$ cat src/rtl/srq_pkg.sv
// Package: shared types, constants and codes for the sound request queue allocator.
package srq_pkg;

  localparam int unsigned QueueDepthDefault = 64;
  localparam int unsigned VoiceCountDefault = 13;
  localparam logic [8:0]  IdLimitReset      = 9'h070;
  localparam logic [7:0]  CenterPan         = 8'h80;
  localparam logic [7:0]  VolumeMax         = 8'hFF;

  typedef enum logic [1:0] {
    OpEnqueue = 2'd0,
    OpTick    = 2'd1,
    OpDone    = 2'd2,
    OpFlush   = 2'd3
  } op_e;

  typedef enum logic [1:0] {
    CmdNone  = 2'd0,
    CmdStart = 2'd1,
    CmdStop  = 2'd2
  } cmd_e;

  typedef enum logic [1:0] {
    StOk      = 2'd0,
    StFull    = 2'd1,
    StDropped = 2'd2,
    StPending = 2'd3
  } status_e;

  typedef struct packed {
    logic [1:0]        operation;
    logic [7:0]        sound_id;
    logic signed [15:0] req_volume;
    logic [7:0]        req_priority;
    logic [3:0]        done_slot;
  } req_t;

  typedef struct packed {
    logic [1:0] command;
    logic [3:0] voice_slot;
    logic [7:0] out_sound_id;
    logic [7:0] out_volume;
    logic [7:0] out_pan;
    logic [7:0] out_priority;
    logic [1:0] status;
  } rsp_t;

  // Ring entry: id, clamped volume, priority
  typedef struct packed {
    logic [7:0] id;
    logic [7:0] vol;
    logic [7:0] pri;
  } ring_entry_t;

  typedef enum logic [3:0] {
    SIdle,
    SRingRd,
    SRingLoad,
    STailRd,
    STailChk,
    SWalkRd,
    SWalkChk,
    SLinkA,
    SLinkB,
    SUnlinkRd,
    SUnlinkA,
    SUnlinkB,
    SOut
  } state_e;

endpackage

$ cat src/rtl/sound_request_queue_voice_allocator.sv
// Top level: request ring and voice allocator with memory-held linked voice list.
// Enqueue and flush answer straight from idle; a tick walks the sorted voice list, reading
// one voice entry per walk step; voice done reads the entry, then relinks its neighbours.
// Throughput: one transaction at a time; the result register frees the input side once taken.
// Reset: asynchronous, clears pointers, pending request and list head/tail, sets the free count
// to VOICE_COUNT; the free stack is reset to slots 0..VOICE_COUNT-1 in flip-flops; memories are not cleared.
module sound_request_queue_voice_allocator
  import srq_pkg::*;
#(
  parameter int unsigned QUEUE_DEPTH = QueueDepthDefault,
  parameter int unsigned VOICE_COUNT = VoiceCountDefault
) (
  input  logic       clk_i,
  input  logic       rst_ni,
  input  logic       cfg_we_i,
  input  logic [8:0] cfg_wdata_i,
  input  logic       in_valid_i,
  output logic       in_ready_o,
  input  req_t       in_data_i,
  output logic       out_valid_o,
  input  logic       out_ready_i,
  output rsp_t       out_data_o
);

  localparam int unsigned QW = $clog2(QUEUE_DEPTH);
  localparam int unsigned SW = $clog2(VOICE_COUNT + 1);
  localparam int unsigned VW = (VOICE_COUNT > 1) ? $clog2(VOICE_COUNT) : 1;
  localparam logic [SW-1:0] NoSlot = SW'(VOICE_COUNT);
  localparam logic [QW-1:0] QLast  = QW'(QUEUE_DEPTH - 1);

  // Voice entry memory: prev, next, priority, stop-armed
  typedef struct packed {
    logic [SW-1:0] prev;
    logic [SW-1:0] next;
    logic [7:0]    pri;
    logic          stop;
  } voice_t;

  ring_entry_t ring_mem [QUEUE_DEPTH];
  voice_t      voice_mem [VOICE_COUNT];

  logic [8:0]    limit_q;
  logic [QW-1:0] wp_q, wp_d, rp_q, rp_d;
  logic          pv_q, pv_d;
  ring_entry_t   pend_q, pend_d;
  logic [SW-1:0] head_q, head_d, tail_q, tail_d;
  logic [SW-1:0] fcnt_q, fcnt_d;
  logic [SW-1:0] fstk_q [VOICE_COUNT];
  logic [VOICE_COUNT-1:0] act_q;
  state_e        st_q, st_d;
  req_t          req_q;
  rsp_t          rsp_q, rsp_d;
  logic          ov_q, ov_d;
  logic [SW-1:0] cur_q, cur_d, slot_q, slot_d, aux_q, aux_d;
  logic [SW-1:0] steps_q, steps_d;
  voice_t        cv_q, cv_d;

  // Memory port controls
  logic          ring_we;
  logic [QW-1:0] ring_waddr;
  ring_entry_t   ring_rdata;
  logic          v_we;
  logic [VW-1:0] v_waddr, v_raddr;
  voice_t        v_wdata, v_rdata;
  logic          fs_push;
  logic [SW-1:0] fs_val;
  logic          act_set, act_clr;

  logic          vol_ok;
  logic [7:0]    vol_c;
  logic [QW-1:0] wp_nx;

  assign in_ready_o  = (st_q == SIdle) && !ov_q;
  assign out_valid_o = ov_q;
  assign out_data_o  = rsp_q;

  // Request ring memory
  always_ff @(posedge clk_i) begin
    if (ring_we) ring_mem[ring_waddr] <= ring_entry_t'{in_data_i.sound_id, vol_c,
                                                       in_data_i.req_priority};
    ring_rdata <= ring_mem[rp_q];
  end

  // Voice entry memory
  always_ff @(posedge clk_i) begin
    if (v_we) voice_mem[v_waddr] <= v_wdata;
    v_rdata <= voice_mem[v_raddr];
  end

  assign wp_nx  = (wp_q == QLast) ? '0 : wp_q + 1'b1;
  assign vol_ok = !in_data_i.req_volume[15] && (in_data_i.req_volume != '0);
  assign vol_c  = (in_data_i.req_volume[14:8] != '0) ? VolumeMax : in_data_i.req_volume[7:0];

  always_ff @(posedge clk_i or negedge rst_ni) begin
    if (!rst_ni) begin
      limit_q <= IdLimitReset;
      wp_q <= '0; rp_q <= '0; pv_q <= 1'b0;
      head_q <= NoSlot; tail_q <= NoSlot; fcnt_q <= NoSlot;
      for (int i = 0; i < VOICE_COUNT; i++) fstk_q[i] <= SW'(i);
      act_q <= '0;
      st_q <= SIdle; ov_q <= 1'b0;
    end else begin
      if (cfg_we_i) limit_q <= cfg_wdata_i;
      wp_q <= wp_d; rp_q <= rp_d; pv_q <= pv_d;
      head_q <= head_d; tail_q <= tail_d; fcnt_q <= fcnt_d;
      if (fs_push) fstk_q[fcnt_q[VW-1:0]] <= fs_val;
      if (act_set) act_q[slot_q[VW-1:0]] <= 1'b1;
      if (act_clr) act_q[req_q.done_slot[VW-1:0]] <= 1'b0;
      st_q <= st_d; ov_q <= ov_d;
    end
  end

  // Payload registers
  always_ff @(posedge clk_i) begin
    if (in_valid_i && in_ready_o) req_q <= in_data_i;
    pend_q <= pend_d; rsp_q <= rsp_d;
    cur_q <= cur_d; slot_q <= slot_d; aux_q <= aux_d; steps_q <= steps_d; cv_q <= cv_d;
  end

  // Sequencer
  always_comb begin
    logic [SW-1:0] s;
    logic [7:0]    id;
    st_d = st_q; ov_d = ov_q; rsp_d = rsp_q;
    wp_d = wp_q; rp_d = rp_q; pv_d = pv_q; pend_d = pend_q;
    head_d = head_q; tail_d = tail_q; fcnt_d = fcnt_q;
    cur_d = cur_q; slot_d = slot_q; aux_d = aux_q; steps_d = steps_q; cv_d = cv_q;
    ring_we = 1'b0; ring_waddr = wp_q;
    v_we = 1'b0; v_waddr = '0; v_wdata = cv_q; v_raddr = cur_q[VW-1:0];
    fs_push = 1'b0; fs_val = req_q.done_slot[SW-1:0];
    act_set = 1'b0; act_clr = 1'b0;
    s = fstk_q[fcnt_q[VW-1:0] - 1'b1];
    id = '0;
    if (ov_q && out_ready_i) ov_d = 1'b0;

    case (st_q)
      SIdle: begin
        if (in_valid_i && in_ready_o) begin
          rsp_d = '0;
          case (op_e'(in_data_i.operation))
            OpEnqueue: begin
              if (vol_ok) begin
                if (wp_nx == rp_q) rsp_d.status = StFull;
                else begin
                  ring_we = 1'b1;
                  wp_d = wp_nx;
                end
              end
              ov_d = 1'b1;
            end
            OpTick: st_d = (!pv_q && rp_q != wp_q) ? SRingRd : STailRd;
            OpDone: begin
              if (in_data_i.done_slot < 4'(VOICE_COUNT) &&
                  act_q[in_data_i.done_slot[VW-1:0]]) begin
                cur_d = in_data_i.done_slot[SW-1:0];
                st_d = SUnlinkRd;
              end else ov_d = 1'b1;
            end
            default: begin
              wp_d = '0; rp_d = '0; pv_d = 1'b0;
              ov_d = 1'b1;
            end
          endcase
        end
      end
      SRingRd: begin
        // ring_rdata holds entry at rp_q now
        pend_d = ring_rdata; pv_d = 1'b1;
        rp_d = (rp_q == QLast) ? '0 : rp_q + 1'b1;
        st_d = STailRd;
      end
      STailRd: begin
        if (!pv_q) begin
          ov_d = 1'b1; st_d = SIdle;
        end else if (fcnt_q == '0) begin
          if (tail_q == NoSlot) begin
            pv_d = 1'b0; rsp_d.status = StDropped; ov_d = 1'b1; st_d = SIdle;
          end else begin
            cur_d = tail_q; st_d = STailChk;
          end
        end else begin
          if (s >= NoSlot) s = '0;
          slot_d = s; fcnt_d = fcnt_q - 1'b1;
          cur_d = head_q; steps_d = '0;
          st_d = SWalkRd;
        end
      end
      STailChk: begin
        v_raddr = cur_q[VW-1:0];
        st_d = SRingLoad;
      end
      SRingLoad: begin
        // v_rdata is the tail voice
        if (pend_q.pri < v_rdata.pri) begin
          pv_d = 1'b0; rsp_d.status = StDropped;
        end else begin
          if (v_rdata.stop) begin
            v_we = 1'b1; v_waddr = cur_q[VW-1:0];
            v_wdata = v_rdata; v_wdata.stop = 1'b0;
            rsp_d.command = CmdStop; rsp_d.voice_slot = 4'(cur_q);
          end
          rsp_d.status = StPending;
        end
        ov_d = 1'b1; st_d = SIdle;
      end
      SWalkRd: begin
        if (cur_q == NoSlot || steps_q == NoSlot) begin
          // append at tail
          aux_d = NoSlot; st_d = SLinkA;
          cv_d.prev = tail_q; cv_d.next = NoSlot;
        end else begin
          v_raddr = cur_q[VW-1:0];
          st_d = SWalkChk;
        end
      end
      SWalkChk: begin
        if (pend_q.pri >= v_rdata.pri) begin
          cv_d.prev = v_rdata.prev; cv_d.next = cur_q;
          aux_d = cur_q;
          // cur gets prev = slot
          v_we = 1'b1; v_waddr = cur_q[VW-1:0];
          v_wdata = v_rdata; v_wdata.prev = slot_q;
          st_d = SLinkA;
        end else begin
          cur_d = v_rdata.next; steps_d = steps_q + 1'b1;
          st_d = SWalkRd;
        end
      end
      SLinkA: begin
        // write new voice entry; read predecessor
        v_we = 1'b1; v_waddr = slot_q[VW-1:0];
        v_wdata = cv_q; v_wdata.pri = pend_q.pri; v_wdata.stop = 1'b1;
        act_set = 1'b1;
        if (aux_q == NoSlot) tail_d = slot_q;
        if (cv_q.prev == NoSlot) begin
          head_d = slot_q; st_d = SOut;
        end else begin
          v_raddr = cv_q.prev[VW-1:0]; st_d = SLinkB;
        end
      end
      SLinkB: begin
        v_we = 1'b1; v_waddr = cv_q.prev[VW-1:0];
        v_wdata = v_rdata; v_wdata.next = slot_q;
        st_d = SOut;
      end
      SOut: begin
        id = (9'(pend_q.id) >= limit_q) ? 8'd0 : pend_q.id;
        pv_d = 1'b0;
        rsp_d.command = CmdStart; rsp_d.voice_slot = 4'(slot_q);
        rsp_d.out_sound_id = id; rsp_d.out_volume = pend_q.vol;
        rsp_d.out_pan = CenterPan; rsp_d.out_priority = pend_q.pri;
        rsp_d.status = StOk;
        ov_d = 1'b1; st_d = SIdle;
      end
      SUnlinkRd: begin
        v_raddr = cur_q[VW-1:0]; st_d = SUnlinkA;
      end
      SUnlinkA: begin
        cv_d = v_rdata;
        act_clr = 1'b1;
        if (fcnt_q < NoSlot) begin
          fs_push = 1'b1; fcnt_d = fcnt_q + 1'b1;
        end
        if (v_rdata.next < NoSlot) begin
          v_raddr = v_rdata.next[VW-1:0];
        end else tail_d = v_rdata.prev;
        if (v_rdata.prev < NoSlot) begin
          v_raddr = v_rdata.prev[VW-1:0];
          st_d = SUnlinkB;
          aux_d = '0;
        end else begin
          head_d = v_rdata.next;
          if (v_rdata.next < NoSlot) begin
            st_d = SUnlinkB; aux_d = NoSlot;
          end else begin
            ov_d = 1'b1; st_d = SIdle;
          end
        end
      end
      SUnlinkB: begin
        // aux_q == 0: v_rdata is prev entry; else next entry
        v_we = 1'b1;
        if (aux_q == '0) begin
          v_waddr = cv_q.prev[VW-1:0]; v_wdata = v_rdata; v_wdata.next = cv_q.next;
          if (cv_q.next < NoSlot) begin
            aux_d = NoSlot; st_d = SUnlinkRd; cur_d = cv_q.next;
            cv_d = cv_q;
            st_d = SLinkB;
          end else begin
            ov_d = 1'b1; st_d = SIdle;
          end
        end else begin
          v_waddr = cv_q.next[VW-1:0]; v_wdata = v_rdata; v_wdata.prev = cv_q.prev;
          ov_d = 1'b1; st_d = SIdle;
        end
        if (aux_q == '0 && cv_q.next < NoSlot) begin
          // issue read of next entry, finish in SUnlinkB with aux set
          v_raddr = cv_q.next[VW-1:0];
          st_d = SUnlinkB;
        end
      end
      default: st_d = SIdle;
    endcase
  end

endmodule

$ cat config.mk
export PLATFORM = sky130hd
export DESIGN_NAME = sound_request_queue_voice_allocator
export DESIGN_NICKNAME = d
export VERILOG_FILES = /design/src/rtl/srq_pkg.sv /design/src/rtl/sound_request_queue_voice_allocator.sv
export SDC_FILE = /design/constraint.sdc
export NUM_CORES = 2
export LEC_CHECK = 0
export BUFFER_PORTS_ARGS = -buffer_cell sky130_fd_sc_hd__buf_2
export CORE_ASPECT_RATIO = 0.5
export CORE_MARGIN = 4
export CORE_UTILIZATION = 25
export DETAILED_ROUTE_END_ITERATION = 10
export GPL_TIMING_DRIVEN = 1
export SLEW_MARGIN = 20
export SYNTH_ARGS = -nofsm -noshare
export SYNTH_HDL_FRONTEND = slang
export SYNTH_SLANG_ARGS = --single-unit
$ cat constraint.sdc
create_clock -name clk_i -period 4.5 [get_ports clk_i]
set_clock_uncertainty 0.2 [all_clocks]
set_input_delay 0.45 -clock clk_i [delete_from_list [all_inputs] [get_ports clk_i]]
set_output_delay 0.45 -clock clk_i [all_outputs]
set_load 0.005 [all_outputs]
# Word-level counts from Yosys, hierarchy flattened
# Memory sizes are Yosys's and may differ from the RTL's. A register that Yosys moved wholly into a read port is not among the register bits.
# Cells that the tools add are included.
# op_classes
addsub	5
n_mul	0
n_div	0
order_cmp	17
n_eq_ne	50
n_shift	0
n_mux	138
n_bitwise	7
reduce_logical	50
# op_table
cell	count
two-way mux 4 bit	45
one-hot mux 17 bit (5 select lines)	1
two-way mux 17 bit	4
one-hot mux 32 bit (2 select lines)	1
bitwise mux 52 bit	1
two-way mux 6 bit	8
one-hot mux 4 bit (11 select lines)	1
equality test 4 bit (second input constant)	10
two-way mux 1 bit	40
two-way mux 40 bit	1
inequality test 2 bit (second input constant)	20
one-hot mux 4 bit (2 select lines)	5
two-way mux 8 bit	4
one-hot mux 4 bit (4 select lines)	2
two-way mux 13 bit	2
one-hot mux 6 bit (2 select lines)	2
one-hot mux 8 bit (3 select lines)	1
< comparator 4 bit (second input constant)	5
one-hot mux 4 bit (5 select lines)	1
one-hot mux 6 bit (3 select lines)	1
AND reduction 3 bit	6
binary-select mux 4 bit (select 4 bit)	1
demux 4 bit (select 4 bit)	1
equality test 4 x 3 -> 1 bit (second input constant)	4
53 further kinds	100
# totals
reg_bits	205
latch_bits	0
mem_bits_rw	1757
romBits	0
out_inout_bits	42
wordCells	311
memories	2
# mem_list
name	depth	width	rd	rd_ports_with_merged_regs	wr	line_no	text
ring_mem	64	24	1	1	1	sound_request_queue_voice_allocator.sv:39	ring_entry_t ring_mem [QUEUE_DEPTH];
voice_mem	13	17	1	1	1	sound_request_queue_voice_allocator.sv:40	voice_t voice_mem [VOICE_COUNT];

# Logic depth before layout (Yosys ltp)
# logic_depth
depth_word	10
mapped_depth	13

# Worst setup path after synthesis
# No wires, ideal clock.
# synth_path
path_kind	reg-to-reg
startpoint	register pend_q[1] (netlist bit)
endpoint	memory voice_mem[12][0] (netlist bit), enable pin
setup_ps	435
arrival_time_ps	4097
t_required_ps	3865
setup_slack_ps	-231
path_stages_with_launch	11
path_buffers	1
path_cell_list	edfxtp_1 ha_1 nor2b_1 o21a_1 o21a_1 or2_2 o2bb2ai_1 or2_2 clkbuf_1 a21o_1 nor4_1
# synth_via
elab_chain_cells	5
word_cells_on_any_way	10
classes_between	order compare: 2; mux: 8
# synth_lines
element	line_no	text
start: declaration	sound_request_queue_voice_allocator.sv:45	ring_entry_t pend_q, pend_d;
start signal: assignment	sound_request_queue_voice_allocator.sv:116	pend_q <= pend_d; rsp_q <= rsp_d;
>= comparator 8 bit / < comparator 8 bit (equally long branches)	sound_request_queue_voice_allocator.sv:217, sound_request_queue_voice_allocator.sv:194	
two-way mux 1 bit (on tied branches)	sound_request_queue_voice_allocator.sv:217, sound_request_queue_voice_allocator.sv:194	
one-hot mux 1 bit (3 select lines)	sound_request_queue_voice_allocator.sv:136	case (st_q)
two-way mux 1 bit	sound_request_queue_voice_allocator.sv:86	if (v_we) voice_mem[v_waddr] <= v_wdata;
two-way mux 1 bit (implied by the code)	sound_request_queue_voice_allocator.sv:86	
end: declaration	sound_request_queue_voice_allocator.sv:40	
# Parallel ways exist; a longest one is shown, timed or not.

# Final worst setup path
# layout_path
startpoint	register wp_q[0], in the netlist ring_waddr[0]
endpoint	memory ring_mem[38][22] (netlist bit), enable pin
# layout_via
elab_chain_cells	10
word_cells_on_any_way	11
classes_between	add/sub: 1; eq/ne: 2; mux: 8
# layout_lines
element	line_no	text
start: declaration	sound_request_queue_voice_allocator.sv:43	logic [QW-1:0] wp_q, wp_d, rp_q, rp_d;
start signal: assignment	sound_request_queue_voice_allocator.sv:104	wp_q <= wp_d; rp_q <= rp_d; pv_q <= pv_d;
adder 6 x 1 -> 6 bit / equality test 6 bit (equally long branches)	sound_request_queue_voice_allocator.sv:90	assign wp_nx = (wp_q == QLast) ? '0 : wp_q + 1'b1;
two-way mux 6 bit	sound_request_queue_voice_allocator.sv:90	
equality test 6 bit	sound_request_queue_voice_allocator.sv:143	if (wp_nx == rp_q) rsp_d.status = StFull;
two-way mux 1 bit	sound_request_queue_voice_allocator.sv:143	
two-way mux 1 bit	sound_request_queue_voice_allocator.sv:142	if (vol_ok) begin
two-way mux 1 bit	sound_request_queue_voice_allocator.sv:140	case (op_e'(in_data_i.operation))
two-way mux 1 bit	sound_request_queue_voice_allocator.sv:138	if (in_valid_i && in_ready_o) begin
two-way mux 1 bit	sound_request_queue_voice_allocator.sv:136	
two-way mux 1 bit	sound_request_queue_voice_allocator.sv:79	if (ring_we) ring_mem[ring_waddr] <= ring_entry_t'{in_data_i.sound_id, vol_c,
two-way mux 1 bit (implied by the code)	sound_request_queue_voice_allocator.sv:79	
end: declaration	sound_request_queue_voice_allocator.sv:39	
# Parallel ways exist; a longest one is shown, timed or not.

==> results.md <==
* First drt pass iteration count at 5
* R2r endpoint: ring_mem[38][22]
* Wire per inst at 21.86 µm
* Post-synth EDFFs at approximately 1900
* Htree depth at 4
* Hold Slack at 0.03962 ns
* Max Fanout on Critical Path at 24
* Final setup fails at 0
* Max-slew violations at 0
* Cell-internal power at about 0.036 W
* Final wirelength at roughly 180000 µm
* Most common cell after layout, fill and taps aside: edfxtp_1
* Critical Path End Type: register
* Commonest cells after routing, fill and taps aside: edfxtp_1 (1851), mux4_2 (522), nand2_1 (256)
* Via count at between 30000 and 40000
* Die Wd at around 800 µm
* Port Buffers at 86
* Final instance area at between 90000 and 100000 µm²
* Number of gates resized after CTS at 0
* Die height at about 400 µm
* Ant. Diodes at 0
* Final nets at 4169
* Worst-skew pair later-pin latency at 0.83 ns
* RSZ-0062 raised after global routing: false
* Clock tree buffer depth at 4
* Layout Area Growth over Synthesis at 16.83%
* Synth Cell Area at around 78000 µm²
* Async SR Flop Fraction at 0.05210
* Global-route wire length before repair at around 270000 µm
* PnR worst setup slack at 0.3642 ns
* Post CTS Setup Buffer Count at 0
* Max cap viols at 0
* Share of cells above drive strength 1 at 0.2886
* Initial antenna violation count at 19
* Row cnt at about 150
* Post-Syn Area per Cell at slightly above 20 µm²
* IO Count at 94
* Startpoint types: register
* Initial Util at 0.2512
* CP cell instances: ha_1, and3_1, o21ai_0, a22oi_1, xnor2_1, nor3_1, nor4_1, buf_4, nand3b_1, buf_4, nor2_4
* Core box area at between 300000 and 400000 µm²
* HP Class: primary input to asynchronous set/reset pin
* Clock network fraction of design power at 0.316
* Initial DRC Count at 4173
* Via density at approximately 4.6
* Total negative setup slack at 0 ns
* TritonCTS Buffers at roughly 200
* Vias in the first global route at around 39000
* CP Data Arrival Time at approximately 4.3 ns
* Area after DPL at about 85000 µm²
* Total GRT Usage at 0.1115
* Outcome: finished, final reports clean
* P_sw at 0.01467 W
* Count of cell types in the netlist at between 70 and 80
* CTS tree: yes
* Most used cell, CP: buf_4
* Seq pwr share at 0.440
* LEAKAGE at about 30 nW
* Critical Path Max Stage Delay at 0.81 ns
* WS Path Type: register to register
* Crit. Startpoint: ring_waddr[0]
* Clock root cell: clkbuf_16
* Syn. warnings at 0
* Fmax at ~240 MHz
* Die footprint at 323300 µm²
* DRC violations left at 0
* Worst Max-Slew Pin Slew at approximately 1.2 ns
* Final core utilization at 0.2935
* DP Wirelength at 109700 µm
* CTS sink cnt at roughly 2000
* Final hold violations at 0
* Seq/Total Area, Yosys at 0.7529
* Tcrit/Tclk final at 0.9191
* Slew HR at 0.2222
* GPL Wtd Cong at about 0.81
* Switch share at 0.2884
* Critical path's slowest cell: nor2_4
* Critical Path RT at 4.71 ns
* Tmin final at between 4 and 5 ns
* Synthesis-stage register bit count at approximately 2000
* Antenna-violating nets left at 0
* Clk pin slew, worst setup/hold paths at ~0.06 ns
* Fillers at between 30000 and 40000
* Comb pwr share at 0.244
* # hold bufs at CTS at 39
* Pwr dens at approximately 560 nW/µm²
* Reg2reg path depth at 11
* Total gr overflow at 0
* Worst reg-to-reg setup slack at 0.36 ns
* Max IR drop VDD at between 0.4 and 0.5 mV
* Pre-CTS worst setup slack at approximately 0.5 ns
* Crit Reg-Reg Startpoint: ring_waddr[0]
* Worst setup path endpoint: ring_mem[38][22]
* Main synth FF type: edfxtp_1
* Mapped Cells at between 3000 and 4000
* Largest net degree at the start of global routing at ~140
==> worst min path at each step <==
stage               cells past startpoint               end           start  slack [ns]
detailed placement                      0         pend_q[5]   ring_rdata[5]        0.19
global route                            1  ring_mem[57][17]   in_data_i[29]        0.03
floorplan                               0          act_q[0]          rst_ni       -0.05
global placement                        0        pend_q[18]  ring_rdata[18]        0.19
finish                                  2         tail_q[1]          rst_ni        0.04
CTS                                     3     out_data_o[0]   in_data_i[27]        0.04
==> power by group through the flow <==
| stage | clock network, W | registers, W | logic (W) |
|---|---|---|---|
| final | 0.0161 | 0.0224 | 0.0124 |
| after global routing | 0.0172 | 0.0224 | 0.0133 |
| after CTS | 0.0164 | 0.0224 | 0.0126 |
| after detailed placement | 0 | 0.0228 | 0.0125 |
| after global placement | 0 | 0.0227 | 0.0125 |
| after floorplan | 0 | 0.0222 | 0.00835 |
==> cell families (layout without fill, tap and decap cells) <==
kind of cell | Yosys count | in the layout | synth area share
DFF | 1996 | 1996 | 0.7529
and+or+nand+nor | 662 | 662 | 0.04004
muxes | 609 | 609 | 0.1620
AOI/OAI and AO/OA | 284 | 284 | 0.02500
buffers and inverters | 250 | 637 | 0.01310
adders and majority gates | 29 | 29 | 0.004626
xor gates and xnor gates | 21 | 21 | 0.002345
other | 1 | 7 | 0.00004781
==> through the flow <==
step           instances  power, W
2_1_floorplan       3858   0.03058
6_report            8434   0.05087
5_1_grt             8434   0.05299
3_5_place_dp        8036   0.03527
3_3_place_gp        8034   0.03520
4_1_cts             8429   0.05135
==> per-layer routing <==
metal | wire, µm | up-vias | global-route usage
met5 | 13 | - | 0
met4 | 4041 | 2 | 0.02818
met1 | 81300 | 20510 | 0.1609
met2 | 86360 | 1295 | 0.1744
li1 | - | 16320 | -
met3 | 12610 | 258 | 0.01963
==> worst max-delay path, delay by kind of cell (launching register included) <==
kind	cells	cell delay (ns)
simple gates	5	1.63
flops	1	0.50
buf+inv	2	0.48
xor+xnor	1	0.19
fa+ha+maj	1	0.29
compound gates	2	0.39
==> state kept, by name, indices dropped and copies added, names as in the netlist <==
name,count
fcnt_q,4
ring_mem,1536
pend_q,24
aux_q,4
slot_q,4
cv_q,17
cur_q,4
fstk_q,52
st_q,4
voice_mem,221
ring_rdata,24
rp_q,6
limit_q,9
out_valid_o,1
tail_q,4
head_q,4
v_rdata,17
steps_q,4
out_data_o,33
fs_val,4
ring_waddr,6
pv_q,1
act_q,13
==> cell usage after synthesis (12+ instances only) <==
cell | instances | share of area
a211o_1 | 12 | 0.0013
a21o_1 | 14 | 0.0013
a21oi_1 | 81 | 0.0052
a22oi_1 | 12 | 0.0011
a31oi_1 | 19 | 0.0015
and2_1 | 22 | 0.0018
and3_1 | 35 | 0.0028
buf_1 | 43 | 0.0021
buf_2 | 26 | 0.0017
clkbuf_1 | 126 | 0.0060
dfrtp_1 | 70 | 0.022
dfstp_2 | 34 | 0.011
dfxtp_1 | 41 | 0.010
edfxtp_1 | 1851 | 0.71
ha_1 | 29 | 0.0046
inv_1 | 40 | 0.0019
mux2_2 | 58 | 0.0083
mux2i_1 | 24 | 0.0031
mux4_2 | 522 | 0.15
nand2_1 | 256 | 0.012
nand3_1 | 74 | 0.0047
nor2_1 | 123 | 0.0059
nor2b_1 | 13 | 0.0010
nor3_1 | 55 | 0.0035
o21ai_0 | 48 | 0.0031
or2_2 | 15 | 0.0012
==> cell type report <==
type	instances	area [µm²]	share of cell area
multi-input combinational	1612	18980	0.2071
clock inverter	102	973.4	0.01062
timing repair buffer	241	1982	0.02163
tap	4189	5241	0.05720
clock buffer	252	5236	0.05714
sequential	1996	59070	0.6446
inverter	42	158.9	0.001734
Power figures use the tool's default switching activity.
